**src/rtl/lnv_pkg.sv**
```systemverilog
package lnv_pkg;

  localparam int unsigned LfsrW   = 15;
  localparam int unsigned TimerW  = 12;
  localparam int unsigned LengthW = 8;
  localparam int unsigned NibW    = 4;

  localparam logic [NibW-1:0] EnvTop    = 4'd15;
  localparam int unsigned     LongTap   = 1;
  localparam int unsigned     ShortTap  = 6;

  typedef enum logic [2:0] {
    ACT_WRITE    = 3'd0,
    ACT_TICK     = 3'd1,
    ACT_ENVELOPE = 3'd2,
    ACT_LENGTH   = 3'd3,
    ACT_ENABLE   = 3'd4,
    ACT_DISABLE  = 3'd5
  } action_e;

  typedef enum logic [1:0] {
    REG_CTRL   = 2'd0,
    REG_SPARE  = 2'd1,
    REG_PERIOD = 2'd2,
    REG_LENGTH = 2'd3
  } reg_index_e;

  typedef struct packed {
    logic [NibW-1:0] sample;
    logic            length_active;
  } result_t;

  function automatic logic [TimerW-1:0] period_lookup(input logic [3:0] sel);
    logic [TimerW-1:0] p;
    case (sel)
      4'd0:    p = 12'd4;
      4'd1:    p = 12'd8;
      4'd2:    p = 12'd16;
      4'd3:    p = 12'd32;
      4'd4:    p = 12'd64;
      4'd5:    p = 12'd96;
      4'd6:    p = 12'd128;
      4'd7:    p = 12'd160;
      4'd8:    p = 12'd202;
      4'd9:    p = 12'd254;
      4'd10:   p = 12'd380;
      4'd11:   p = 12'd508;
      4'd12:   p = 12'd762;
      4'd13:   p = 12'd1016;
      4'd14:   p = 12'd2034;
      default: p = 12'd4068;
    endcase
    return p;
  endfunction

  function automatic logic [LengthW-1:0] length_lookup(input logic [4:0] sel);
    logic [LengthW-1:0] l;
    case (sel)
      5'd0:    l = 8'd10;
      5'd1:    l = 8'd254;
      5'd2:    l = 8'd20;
      5'd3:    l = 8'd2;
      5'd4:    l = 8'd40;
      5'd5:    l = 8'd4;
      5'd6:    l = 8'd80;
      5'd7:    l = 8'd6;
      5'd8:    l = 8'd160;
      5'd9:    l = 8'd8;
      5'd10:   l = 8'd60;
      5'd11:   l = 8'd10;
      5'd12:   l = 8'd14;
      5'd13:   l = 8'd12;
      5'd14:   l = 8'd26;
      5'd15:   l = 8'd14;
      5'd16:   l = 8'd12;
      5'd17:   l = 8'd16;
      5'd18:   l = 8'd24;
      5'd19:   l = 8'd18;
      5'd20:   l = 8'd48;
      5'd21:   l = 8'd20;
      5'd22:   l = 8'd96;
      5'd23:   l = 8'd22;
      5'd24:   l = 8'd192;
      5'd25:   l = 8'd24;
      5'd26:   l = 8'd72;
      5'd27:   l = 8'd26;
      5'd28:   l = 8'd16;
      5'd29:   l = 8'd28;
      5'd30:   l = 8'd32;
      default: l = 8'd30;
    endcase
    return l;
  endfunction

endpackage

```
**src/rtl/lfsr_noise_voice_core.sv**
```systemverilog
// Noise voice: 15-bit LFSR gated by a length counter, scaled by a constant
// volume or a decaying envelope.
// Input channel (in_valid_i/in_ready_o): one beat is one action - register
// write, timer tick, envelope clock, length clock, enable or disable.
// Output channel (out_valid_o/out_ready_i): exactly one beat per input beat,
// carrying the level and the length-active status after that action.
// The result is registered; it waits in the skid entry if the output is full.
// Throughput: one beat per cycle unless stalled; voice state updates in the
// same cycle an action is accepted, so back-to-back actions see each other.
// Stall: results go to an output register backed by one skid entry, so one
// more beat is taken while a result waits; in_ready_o drops only when both
// are full.
// Reset: LFSR returns to 1, all counters, flags and period clear, and the
// output buffer empties.
module lfsr_noise_voice_core
  import lnv_pkg::*;
(
  input  logic       clk_i,
  input  logic       rst_ni,
  input  logic       in_valid_i,
  output logic       in_ready_o,
  input  logic [2:0] action_i,
  input  logic [1:0] reg_index_i,
  input  logic [7:0] write_data_i,
  output logic       out_valid_o,
  input  logic       out_ready_i,
  output logic [3:0] sample_o,
  output logic       length_active_o
);

  logic    push, pop;
  result_t res;
  result_t out_q, skid_q;
  logic    out_valid_q, skid_valid_q;

  assign in_ready_o = !skid_valid_q;
  assign push       = in_valid_i && in_ready_o;
  assign pop        = out_valid_q && out_ready_i;

  lnv_voice u_voice (
    .clk_i        (clk_i),
    .rst_ni       (rst_ni),
    .step_i       (push),
    .action_i     (action_i),
    .reg_index_i  (reg_index_i),
    .write_data_i (write_data_i),
    .result_o     (res)
  );

  always_ff @(posedge clk_i or negedge rst_ni) begin
    if (!rst_ni) begin
      out_valid_q  <= 1'b0;
      skid_valid_q <= 1'b0;
    end else if (skid_valid_q) begin
      if (pop) begin
        skid_valid_q <= 1'b0;
      end
    end else if (push) begin
      if (!out_valid_q || pop) begin
        out_valid_q <= 1'b1;
      end else begin
        skid_valid_q <= 1'b1;
      end
    end else if (pop) begin
      out_valid_q <= 1'b0;
    end
  end

  always_ff @(posedge clk_i) begin
    if (skid_valid_q) begin
      if (pop) begin
        out_q <= skid_q;
      end
    end else if (push) begin
      if (!out_valid_q || pop) begin
        out_q <= res;
      end else begin
        skid_q <= res;
      end
    end
  end

  assign out_valid_o     = out_valid_q;
  assign sample_o        = out_q.sample;
  assign length_active_o = out_q.length_active;

endmodule

```
**src/rtl/lnv_voice.sv**
```systemverilog
module lnv_voice
  import lnv_pkg::*;
(
  input  logic          clk_i,
  input  logic          rst_ni,
  input  logic          step_i,
  input  logic [2:0]    action_i,
  input  logic [1:0]    reg_index_i,
  input  logic [7:0]    write_data_i,
  output result_t       result_o
);

  logic [LfsrW-1:0]   lfsr_q, lfsr_d;
  logic [TimerW-1:0]  tick_cnt_q, tick_cnt_d;
  logic [TimerW-1:0]  tick_per_q, tick_per_d;
  logic [LengthW-1:0] len_q, len_d;
  logic [NibW-1:0]    env_lvl_q, env_lvl_d;
  logic [NibW-1:0]    env_div_q, env_div_d;
  logic [NibW-1:0]    vol_q, vol_d;
  logic               const_vol_q, const_vol_d;
  logic               halt_q, halt_d;
  logic               short_q, short_d;
  logic               restart_q, restart_d;
  logic               fb;

  assign fb = lfsr_q[0] ^ (short_q ? lfsr_q[ShortTap] : lfsr_q[LongTap]);

  always_comb begin
    lfsr_d      = lfsr_q;
    tick_cnt_d  = tick_cnt_q;
    tick_per_d  = tick_per_q;
    len_d       = len_q;
    env_lvl_d   = env_lvl_q;
    env_div_d   = env_div_q;
    vol_d       = vol_q;
    const_vol_d = const_vol_q;
    halt_d      = halt_q;
    short_d     = short_q;
    restart_d   = restart_q;
    if (step_i) begin
      case (action_e'(action_i))
        ACT_WRITE: begin
          case (reg_index_e'(reg_index_i))
            REG_CTRL: begin
              const_vol_d = write_data_i[4];
              vol_d       = write_data_i[3:0];
              halt_d      = write_data_i[5];
            end
            REG_PERIOD: begin
              short_d    = write_data_i[7];
              tick_per_d = period_lookup(write_data_i[3:0]);
            end
            REG_LENGTH: begin
              len_d     = length_lookup(write_data_i[7:3]);
              restart_d = 1'b1;
            end
            default: ;
          endcase
        end
        ACT_TICK: begin
          if (tick_cnt_q != '0) begin
            tick_cnt_d = tick_cnt_q - 1'b1;
          end else begin
            tick_cnt_d = tick_per_q;
            lfsr_d     = {fb, lfsr_q[LfsrW-1:1]};
          end
        end
        ACT_ENVELOPE: begin
          if (restart_q) begin
            env_lvl_d = EnvTop;
            env_div_d = vol_q;
            restart_d = 1'b0;
          end else if (env_div_q != '0) begin
            env_div_d = env_div_q - 1'b1;
          end else begin
            env_div_d = vol_q;
            if (env_lvl_q != '0) begin
              env_lvl_d = env_lvl_q - 1'b1;
            end else if (halt_q) begin
              env_lvl_d = EnvTop;
            end
          end
        end
        ACT_LENGTH: begin
          if (!halt_q && len_q != '0) begin
            len_d = len_q - 1'b1;
          end
        end
        ACT_ENABLE: begin
          if ((len_q != '0 || halt_q) && restart_q) begin
            env_lvl_d = EnvTop;
            env_div_d = vol_q;
            restart_d = 1'b0;
          end
        end
        ACT_DISABLE: begin
          len_d     = '0;
          restart_d = 1'b0;
          env_lvl_d = '0;
          env_div_d = '0;
        end
        default: ;
      endcase
    end
  end

  always_comb begin
    result_o.length_active = (len_d != '0);
    if (len_d == '0 || lfsr_d[0]) begin
      result_o.sample = '0;
    end else begin
      result_o.sample = const_vol_d ? vol_d : env_lvl_d;
    end
  end

  always_ff @(posedge clk_i or negedge rst_ni) begin
    if (!rst_ni) begin
      lfsr_q      <= LfsrW'(1);
      tick_cnt_q  <= '0;
      tick_per_q  <= '0;
      len_q       <= '0;
      env_lvl_q   <= '0;
      env_div_q   <= '0;
      vol_q       <= '0;
      const_vol_q <= 1'b0;
      halt_q      <= 1'b0;
      short_q     <= 1'b0;
      restart_q   <= 1'b0;
    end else begin
      lfsr_q      <= lfsr_d;
      tick_cnt_q  <= tick_cnt_d;
      tick_per_q  <= tick_per_d;
      len_q       <= len_d;
      env_lvl_q   <= env_lvl_d;
      env_div_q   <= env_div_d;
      vol_q       <= vol_d;
      const_vol_q <= const_vol_d;
      halt_q      <= halt_d;
      short_q     <= short_d;
      restart_q   <= restart_d;
    end
  end

endmodule
```
**config.mk**
```make
export PLATFORM = sky130hd
export DESIGN_NAME = lfsr_noise_voice_core
export DESIGN_NICKNAME = d
export VERILOG_FILES = /design/src/rtl/lnv_pkg.sv /design/src/rtl/lfsr_noise_voice_core.sv /design/src/rtl/lnv_voice.sv
export SDC_FILE = /design/constraint.sdc
export NUM_CORES = 1
export LEC_CHECK = 0
export BUFFER_PORTS_ARGS = -buffer_cell sky130_fd_sc_hd__buf_2
export CAP_MARGIN = 20
export CORE_UTILIZATION = 46
export CTS_BUF_LIST = sky130_fd_sc_hd__clkbuf_16
export DETAILED_ROUTE_END_ITERATION = 7
export PLACE_DENSITY_LB_ADDON = 0.15
export RECOVER_POWER = 25
export SYNTH_ARGS = -nofsm -noshare
export SYNTH_HDL_FRONTEND = slang
export SYNTH_SLANG_ARGS = --single-unit
```
**constraint.sdc**
```tcl
create_clock -name clk_i -period 4.55 [get_ports clk_i]
set_clock_uncertainty 0.05 [all_clocks]
set_input_delay 0.2275 -clock clk_i [delete_from_list [all_inputs] [get_ports clk_i]]
set_output_delay 0.2275 -clock clk_i [all_outputs]
set_load 0.005 [all_outputs]
```
==> results of run 1 <==
how the worst max path moves through the flow:
stage                           startpoint               end
final                     u_voice.len_q[0]   length_active_o
after global routing                rst_ni  u_voice.len_q[3]
after CTS                 u_voice.len_q[0]   length_active_o
after detailed placement  u_voice.len_q[0]   length_active_o
after global placement    u_voice.len_q[0]   length_active_o
after floorplan            write_data_i[3]   length_active_o
synth_stat cells, types with 3 or more instances:
cell      count  area, sq um
a21oi_1      27        135.1
a22oi_1       3        22.52
a31oi_1       6        37.54
a32o_1        3        30.03
and2_1        3        18.77
and3_1        7        43.79
buf_2         5        25.02
buf_6         3        33.78
clkbuf_1     14        52.55
dfrtp_1      63         1577
edfxtp_1     10        300.3
ha_1         11        137.6
inv_1        20        75.07
mux2_2       12        135.1
mux2i_1       4        40.04
nand2_1      72        270.3
nand2b_1     12        75.07
nand3_1       9        45.04
nand3b_1      7        52.55
nor2_1       43        161.4
nor2b_1       8        50.05
nor3_1       13        65.06
nor3b_1       5        37.54
o211ai_1      3        22.52
o21ai_0      39        195.2
o22ai_1       4        25.02
o311ai_0      4        35.03
o31ai_1       3        22.52
o41ai_1       3        26.28
or2_2         3        18.77
or3_1         3        18.77
or3b_2        4        35.03
or4_1         4        30.03
xnor2_1       4        35.03
xor2_1        5        43.79
logic make-up after synthesis:
logic type                 count (synthesis)  synth area share
AOI/OAI and AO/OA                        121            0.1785
xor gates and xnor gates                   9           0.01790
adders and majority gates                 12           0.03353
buffers and inverters                     45           0.04575
DFF                                       74            0.4322
muxes                                     17           0.04490
and+or+nand+nor                          210            0.2472
cell usage in the layout, fill, tap and decap left out, types with 4 or more instances in the layout:
master     count
edfxtp_1      10
or3b_2         4
and3_1         7
nand3_1        9
o21ai_0       39
nor3_1        13
nor2b_1        8
a31oi_1        6
nor3b_1        5
buf_2         23
nand2_1       72
xnor2_1        4
a21oi_1       27
o311ai_0       4
nand3b_1       7
nor2_1        43
or4_1          4
o22ai_1        4
clkbuf_16     10
ha_1          11
dfrtp_1       63
nand2b_1      12
xor2_1         5
inv_1         20
mux2i_1        4
mux2_2        12
stage by stage:
stage,area [sq um],hold WS [ns]
finish,4853,0.02835
CTS,4857,0.02712
floorplan,4403,-0.1181
global placement,4568,0.3673
global route,4853,0.03969
detailed placement,4568,0.3751
flip-flops by register name (all words and copies together) (netlist names), 5 cells and up:
signal              cells
skid_q                  5
u_voice.len_q           8
u_voice.lfsr_q         15
u_voice.tick_cnt_q     12
u_voice.tick_per_q     11
routing by layer:
| metal | GRT usage | vias up | share of wire |
|---|---|---|---|
| li1 | - | 1773 | - |
| met1 | 0.2873 | 1699 | 0.49 |
| met2 | 0.3385 | 60 | 0.46 |
| met3 | 0.04318 | 20 | 0.031 |
| met4 | 0.07692 | 0 | 0.022 |
| met5 | 0 | - | 0 |
report_power, final:
| group | switching [mW] | internal, mW | total (mW) |
|---|---|---|---|
| combinational | 0.552 | 0.424 | 0.976 |
| sequential | 0.177 | 0.878 | 1.05 |
| clock | 0.278 | 0.401 | 0.679 |
cell type report:
class                      count  area (sq um)  share of cell area
multi-input combinational    369          2298              0.4736
clock buffer                  10         250.2             0.05156
tap                          129         161.4             0.03326
inverter                      22         82.58             0.01701
sequential                    74          1903              0.3921
clock inverter                 6         38.79            0.007992
timing repair buffer          24         118.9             0.02449
worst max-delay path, delay by kind of cell (launching register included):
| family | cells | cell delay [ns] |
|---|---|---|
| AO/OA/AOI/OAI | 3 | 0.55 |
| AND/OR/NAND/NOR | 3 | 1.27 |
| multiplexers | 1 | 0.29 |
| adder cells (fa/ha/maj) | 1 | 0.23 |
| flip-flops | 1 | 0.41 |
| buffers and inverters | 2 | 0.28 |
==> metrics.yaml, run 1 <==
placement:
  dp_cells: 618
  port_buffers: 23
  place_hpwl_um: 7101
  place_ws_ns: 1.289
  gp_congestion: 0.9113
synth:
  ys_warn_count: 0
  async_flop_share: 0.8649
  ys_ff_latch: 74
  netlist_area_sq_um: 4403
  ys_seq_area_frac: 0.4322
  synth_cell_types: 72
  synthCells: 488
  synth.avg_cell_area_sq_um: 9.022
  synth_fp_nets: 516
  synth_ff_type: "dfrtp_1"
  synth_edf_count: 10
detailed_routing:
  routed_wl_um: 9758
  ant_nets: 0
  drc_errors: 0
  drtPass1Iterations: 4
  wire_per_inst_um: 15.39
  drt-initial-drc-count: 205
  vias: 3552
  viasPerCell: 5.603
clock_tree:
  clock_path_buffers: 2
  ctsHtreeMaxLevel: 3
  clock-sinks: 74
  post_cts_buffers: 0
  cts_buffers: 9
  worstSkewPairLatency_ns: 0.33
  cts_tree: "yes"
  cts.hold.buffers_added: 0
  root_buffer: "clkbuf_16"
  clkSlewWorstSetupHoldPaths_ns: 0.06
  cts.repair.resized: 0
finish:
  stdcell_count: 634
  n_antenna_cell: 0
  drive_above_1_share: 0.1465
  syn2layout_area_growth_pct: 10.23
  layout.nets: 528
  fill_cells: 857
  utilization: 0.5253
flow_run:
  maxCapViolations: 1
setup_path:
  cp.required_ns: 4.58
  critPathMaxFanout: 8
  setup.worst_path.start_class: "flip-flop"
  worstPathCellList: "inv_1 > ha_1 > nor4b_1 > and2_1 > o22ai_1 > a22oi_1 > o2111ai_1 > nor4_2 > inv_2 > mux2_2"
  arrival_ns: 3.36
  r2r-start: "u_voice.len_q[0]"
  rrSetupSlack_ns: 1.22
  endpoint_kind: "flip-flop"
  crit_type: "reg -> reg"
  cp_slowest_cell: "nor4b_1"
  reg2reg_to: "length_active_o"
  worst_path_largest_cell_delay_ns: 0.60
  rr_worst_depth: 10
hold_path:
  hold_end: "skid_valid_q"
  hold_depth: 2
  min_from: "out_ready_i"
  holdCritPathClass: "in -> reg"
floorplanning:
  coreArea_sq_um: 9240
  start_util: 0.4765
  die_y_um: 99.84
  rows: 35
  die_area_sq_um: 9967
  die_w_um: 99.84
  ios: 24
power_and_ir_drop:
  p_leak_nw: 2.161
  finalPower_mw: 2.710
  ir_worst_vdd_uv: 265.7
  power_density_nw_per_um2: 558.3
grt:
  antenna_found_initial: 0
  grt_pass1_wl_um: 16680
  grt_pass1_vias: 3447
  grt_overflow: 0
  grt_max_degree: 65
  grt_usage: 0.2125
timing:
  slew_violations: 65
  post-route-period-util: 0.7322
  post-route-min-period_ns: 3.331
  worst_pin_slew_ns: 3.461
  timing.final.ws_setup_ns: 1.219
  hold_viol: 0
  rsz0062_at_grt: "no"
  setup_violations: 0
  fin_setup_tns_ns: 0
  fmax_ghz: 0.3002
  relSlewSlack: -1.308
status:
  status: "finished, violations left"
  violations: "max-capacitance violations, max-slew violations"
(Power assumes the default switching activity.)
==> run 2: changes to the inputs <==
clock period = 3.15 ns   (was 4.55 ns; I/O delays follow)
==> metrics.yaml, run 2 (synthesis results as in run 1) <==
timing:
  post-route-min-period_ns: 2.918  # was 3.331 ns
  setup_violations: 0  # unchanged
  fmax_ghz: 0.3427  # was 0.3002 GHz
  worst_pin_slew_ns: 1.806  # was 3.461 ns
  rsz0062_at_grt: "no"  # unchanged
  hold_viol: 0  # unchanged
  post-route-period-util: 0.9264  # was 0.7322
  slew_violations: 32  # was 65
  relSlewSlack: -0.2043  # was -1.308
  fin_setup_tns_ns: 0  # unchanged
power_and_ir_drop:
  power_density_nw_per_um2: 809.6  # was 558.3 nW/um^2
  ir_worst_vdd_uv: 370.4  # was 265.7 uV
  p_leak_nw: 2.226  # was 2.161 nW
  p_sw_mw: 1.485  # was 1.007 mW
  p_int_mw: 2.544  # was 1.703 mW
  combinationalPowerShare: 0.368  # was 0.360
  pwr-share-seq: 0.373  # was 0.389
  netSwitchingFraction: 0.3686  # was 0.3716
  clkPwrFrac: 0.258  # was 0.251
setup_path:
  worst_path_largest_cell_delay_ns: 0.58  # was 0.60 ns
  reg2reg_to: "length_active_o"  # unchanged
  critPathMaxFanout: 8  # unchanged
  endpoint_kind: "flip-flop"  # unchanged
  worstPathCellList: "or4_1 > nor3_1 > a21oi_1 > a21oi_1 > nand4b_1 > nor4_2 > buf_4 > inv_2 > mux2_2"  # was inv_1 > ha_1 > nor4b_1 > and2_1 > o22ai_1 > a22oi_1 > o2111ai_1 > nor4_2 > inv_2 > mux2_2
  arrival_ns: 2.95  # was 3.36 ns
  setup.worst_path.start_class: "flip-flop"  # unchanged
  cp.required_ns: 3.18  # was 4.58 ns
  r2r-start: "u_voice.len_q[2]"  # was u_voice.len_q[0]
  cp_slowest_cell: "or4_1"  # was nor4b_1
  rr_worst_depth: 9  # was 10
  crit_type: "reg -> reg"  # unchanged
  critical_path.most_common_cell: "a21oi_1"
  rrSetupSlack_ns: 0.23  # was 1.22 ns
finish:
  mostFrequentLayoutCells: "72 x nand2_1, 63 x dfrtp_1, 43 x nor2_1"  # unchanged
  syn2layout_area_growth_pct: 13.04  # was 10.23%
  multi_input_area_sq_um: 2298  # unchanged
  fill_cells: 847  # was 857
  top_register: "u_voice.lfsr_q"  # unchanged
  stdcell_count: 650  # was 634
  design_area_sq_um: 4977  # was 4853 sq um
  largest_register_ffs: 15  # unchanged
  layout.nets: 544  # was 528
  top_regs: "u_voice.lfsr_q (15), u_voice.tick_cnt_q (12), u_voice.tick_per_q (11)"  # unchanged
  seq_area_sq_um: 1903  # unchanged
  mostFrequentLayoutCell: "nand2_1"  # unchanged
  n_antenna_cell: 0  # unchanged
  drive_above_1_share: 0.1555  # was 0.1465
placement:
  place_hpwl_um: 7304  # was 7101 um
  port_buffers: 23  # unchanged
  placed_cell_area_sq_um: 4673  # was 4568 sq um
  gp_congestion: 0.9307  # was 0.9113
  dp_cells: 632  # was 618
floorplanning:
  start_util: 0.4765  # unchanged
  die_w_um: 99.84  # unchanged
  rows: 35  # unchanged
  die_area_sq_um: 9967  # unchanged
  die_y_um: 99.84  # unchanged
  ios: 24  # unchanged
  coreArea_sq_um: 9240  # unchanged
detailed_routing:
  drc_errors: 0  # unchanged
  wire_per_inst_um: 15.39  # about the same
  vias: 3651  # was 3552
  viasPerCell: 5.617  # was 5.603
  highest_layer: "met4"  # unchanged
  drt-initial-drc-count: 241  # was 205
  routed_wl_um: 10010  # was 9758 um
  wl_met3_um: 378  # was 302 um
  dr_wl_met2_um: 4718  # was 4507 um
  wl_met1_um: 4706  # was 4738 um
  drtPass1Iterations: 5  # was 4
  ant_nets: 0  # unchanged
hold_path:
  min_from: "in_valid_i"  # was out_ready_i
  hold_depth: 3  # was 2
  hold_end: "skid_valid_q"  # unchanged
  holdCritPathClass: "in -> reg"  # unchanged
grt:
  grt_pass1_vias: 3569  # was 3447
  grt_pass1_wl_um: 17060  # was 16680 um
  grt_overflow: 0  # unchanged
  grt_max_degree: 32  # was 65
  grt_usage: 0.2199  # was 0.2125
  antenna_found_initial: 0  # unchanged
clock_tree:
  cts_tree: "yes"  # unchanged
  cts.repair.resized: 0  # unchanged
  ctsHtreeMaxLevel: 3  # unchanged
  clkSlewWorstSetupHoldPaths_ns: 0.06  # about the same
  clock-sinks: 74  # unchanged
  cts_buffers: 9  # unchanged
  root_buffer: "clkbuf_16"  # unchanged
  worstSkewPairLatency_ns: 0.33  # about the same
  cts.hold.buffers_added: 2  # was 0
  clock_path_buffers: 2  # unchanged
  post_cts_buffers: 0  # unchanged
flow_run:
  maxCapViolations: 1  # unchanged
status:
  status: "finished, violations left"  # unchanged
  violations: "max-capacitance violations, max-slew violations"  # unchanged
==> run 2: cell types whose count changed in the layout (fill, tap and decap cells not counted), sizes merged <==
| cell | previous run | this run |
|---|---|---|
| clkbuf | 11 | 17 |
| inv | 23 | 24 |
| clkinvlp | 2 | 0 |
| dlygate4sd3 | 0 | 2 |
| buf | 23 | 30 |
| bufinv | 0 | 1 |
| clkinv | 3 | 4 |
==> run 2: worst max path at each step <==
stage / end / start
global placement: sample_o[0] / u_voice.tick_cnt_q[3]
finish: length_active_o / u_voice.len_q[2]
global route: length_active_o / u_voice.len_q[0]
detailed placement: length_active_o / u_voice.len_q[0]
floorplan: sample_o[0] / u_voice.tick_cnt_q[3]
CTS: length_active_o / u_voice.len_q[0]
==> run 2: power by group through the flow <==
stage | Clock [mW] | Sequential, mW | Combinational (mW)
after floorplan | 0 | 1.46 | 1.09
after CTS | 1.06 | 1.50 | 1.50
after global routing | 1.10 | 1.54 | 1.67
after detailed placement | 0 | 1.51 | 1.49
final | 1.04 | 1.50 | 1.48
after global placement | 0 | 1.51 | 1.46
==> run 2: routing by layer <==
metal / up-vias / global-route usage
met2: 84 / 0.3597
met1: 1736 / 0.2909
met4: 0 / 0.07919
met3: 19 / 0.04318
met5: - / 0
li1: 1812 / -
==> run 2: final cells by class <==
cell class              count  share of cell area
flip-flops and latches     74              0.3824
repair buffers             40             0.04625
inverters                  22             0.01659
clock buffers               9             0.04525
clock inverters             7             0.01533
multi-input cells         369              0.4618
well taps                 129             0.03243
==> run 2: through the flow <==
stage | power [mW] | setup slack, ns | hold WS, ns | util
global placement | 2.968 | 0.3478 | 0.2173 | 0.5058
floorplan | 2.551 | 0.4767 | -0.1881 | -
detailed placement | 3.002 | 0.2614 | 0.2164 | 0.5058
CTS | 4.062 | 0.2604 | 0.08885 | 0.5406
finish | 4.030 | 0.2319 | 0.09150 | 0.5387
global route | 4.311 | 0.01822 | 0.1357 | 0.5387
==> run 2: worst max-delay path, delay by kind of cell, from the launching register on <==
| family | cells | cell delay [ns] |
|---|---|---|
| and+or+nand+nor | 4 | 1.40 |
| DFF | 1 | 0.42 |
| AOI/OAI and AO/OA | 2 | 0.30 |
| muxes | 1 | 0.26 |
| buffers and inverters | 2 | 0.25 |
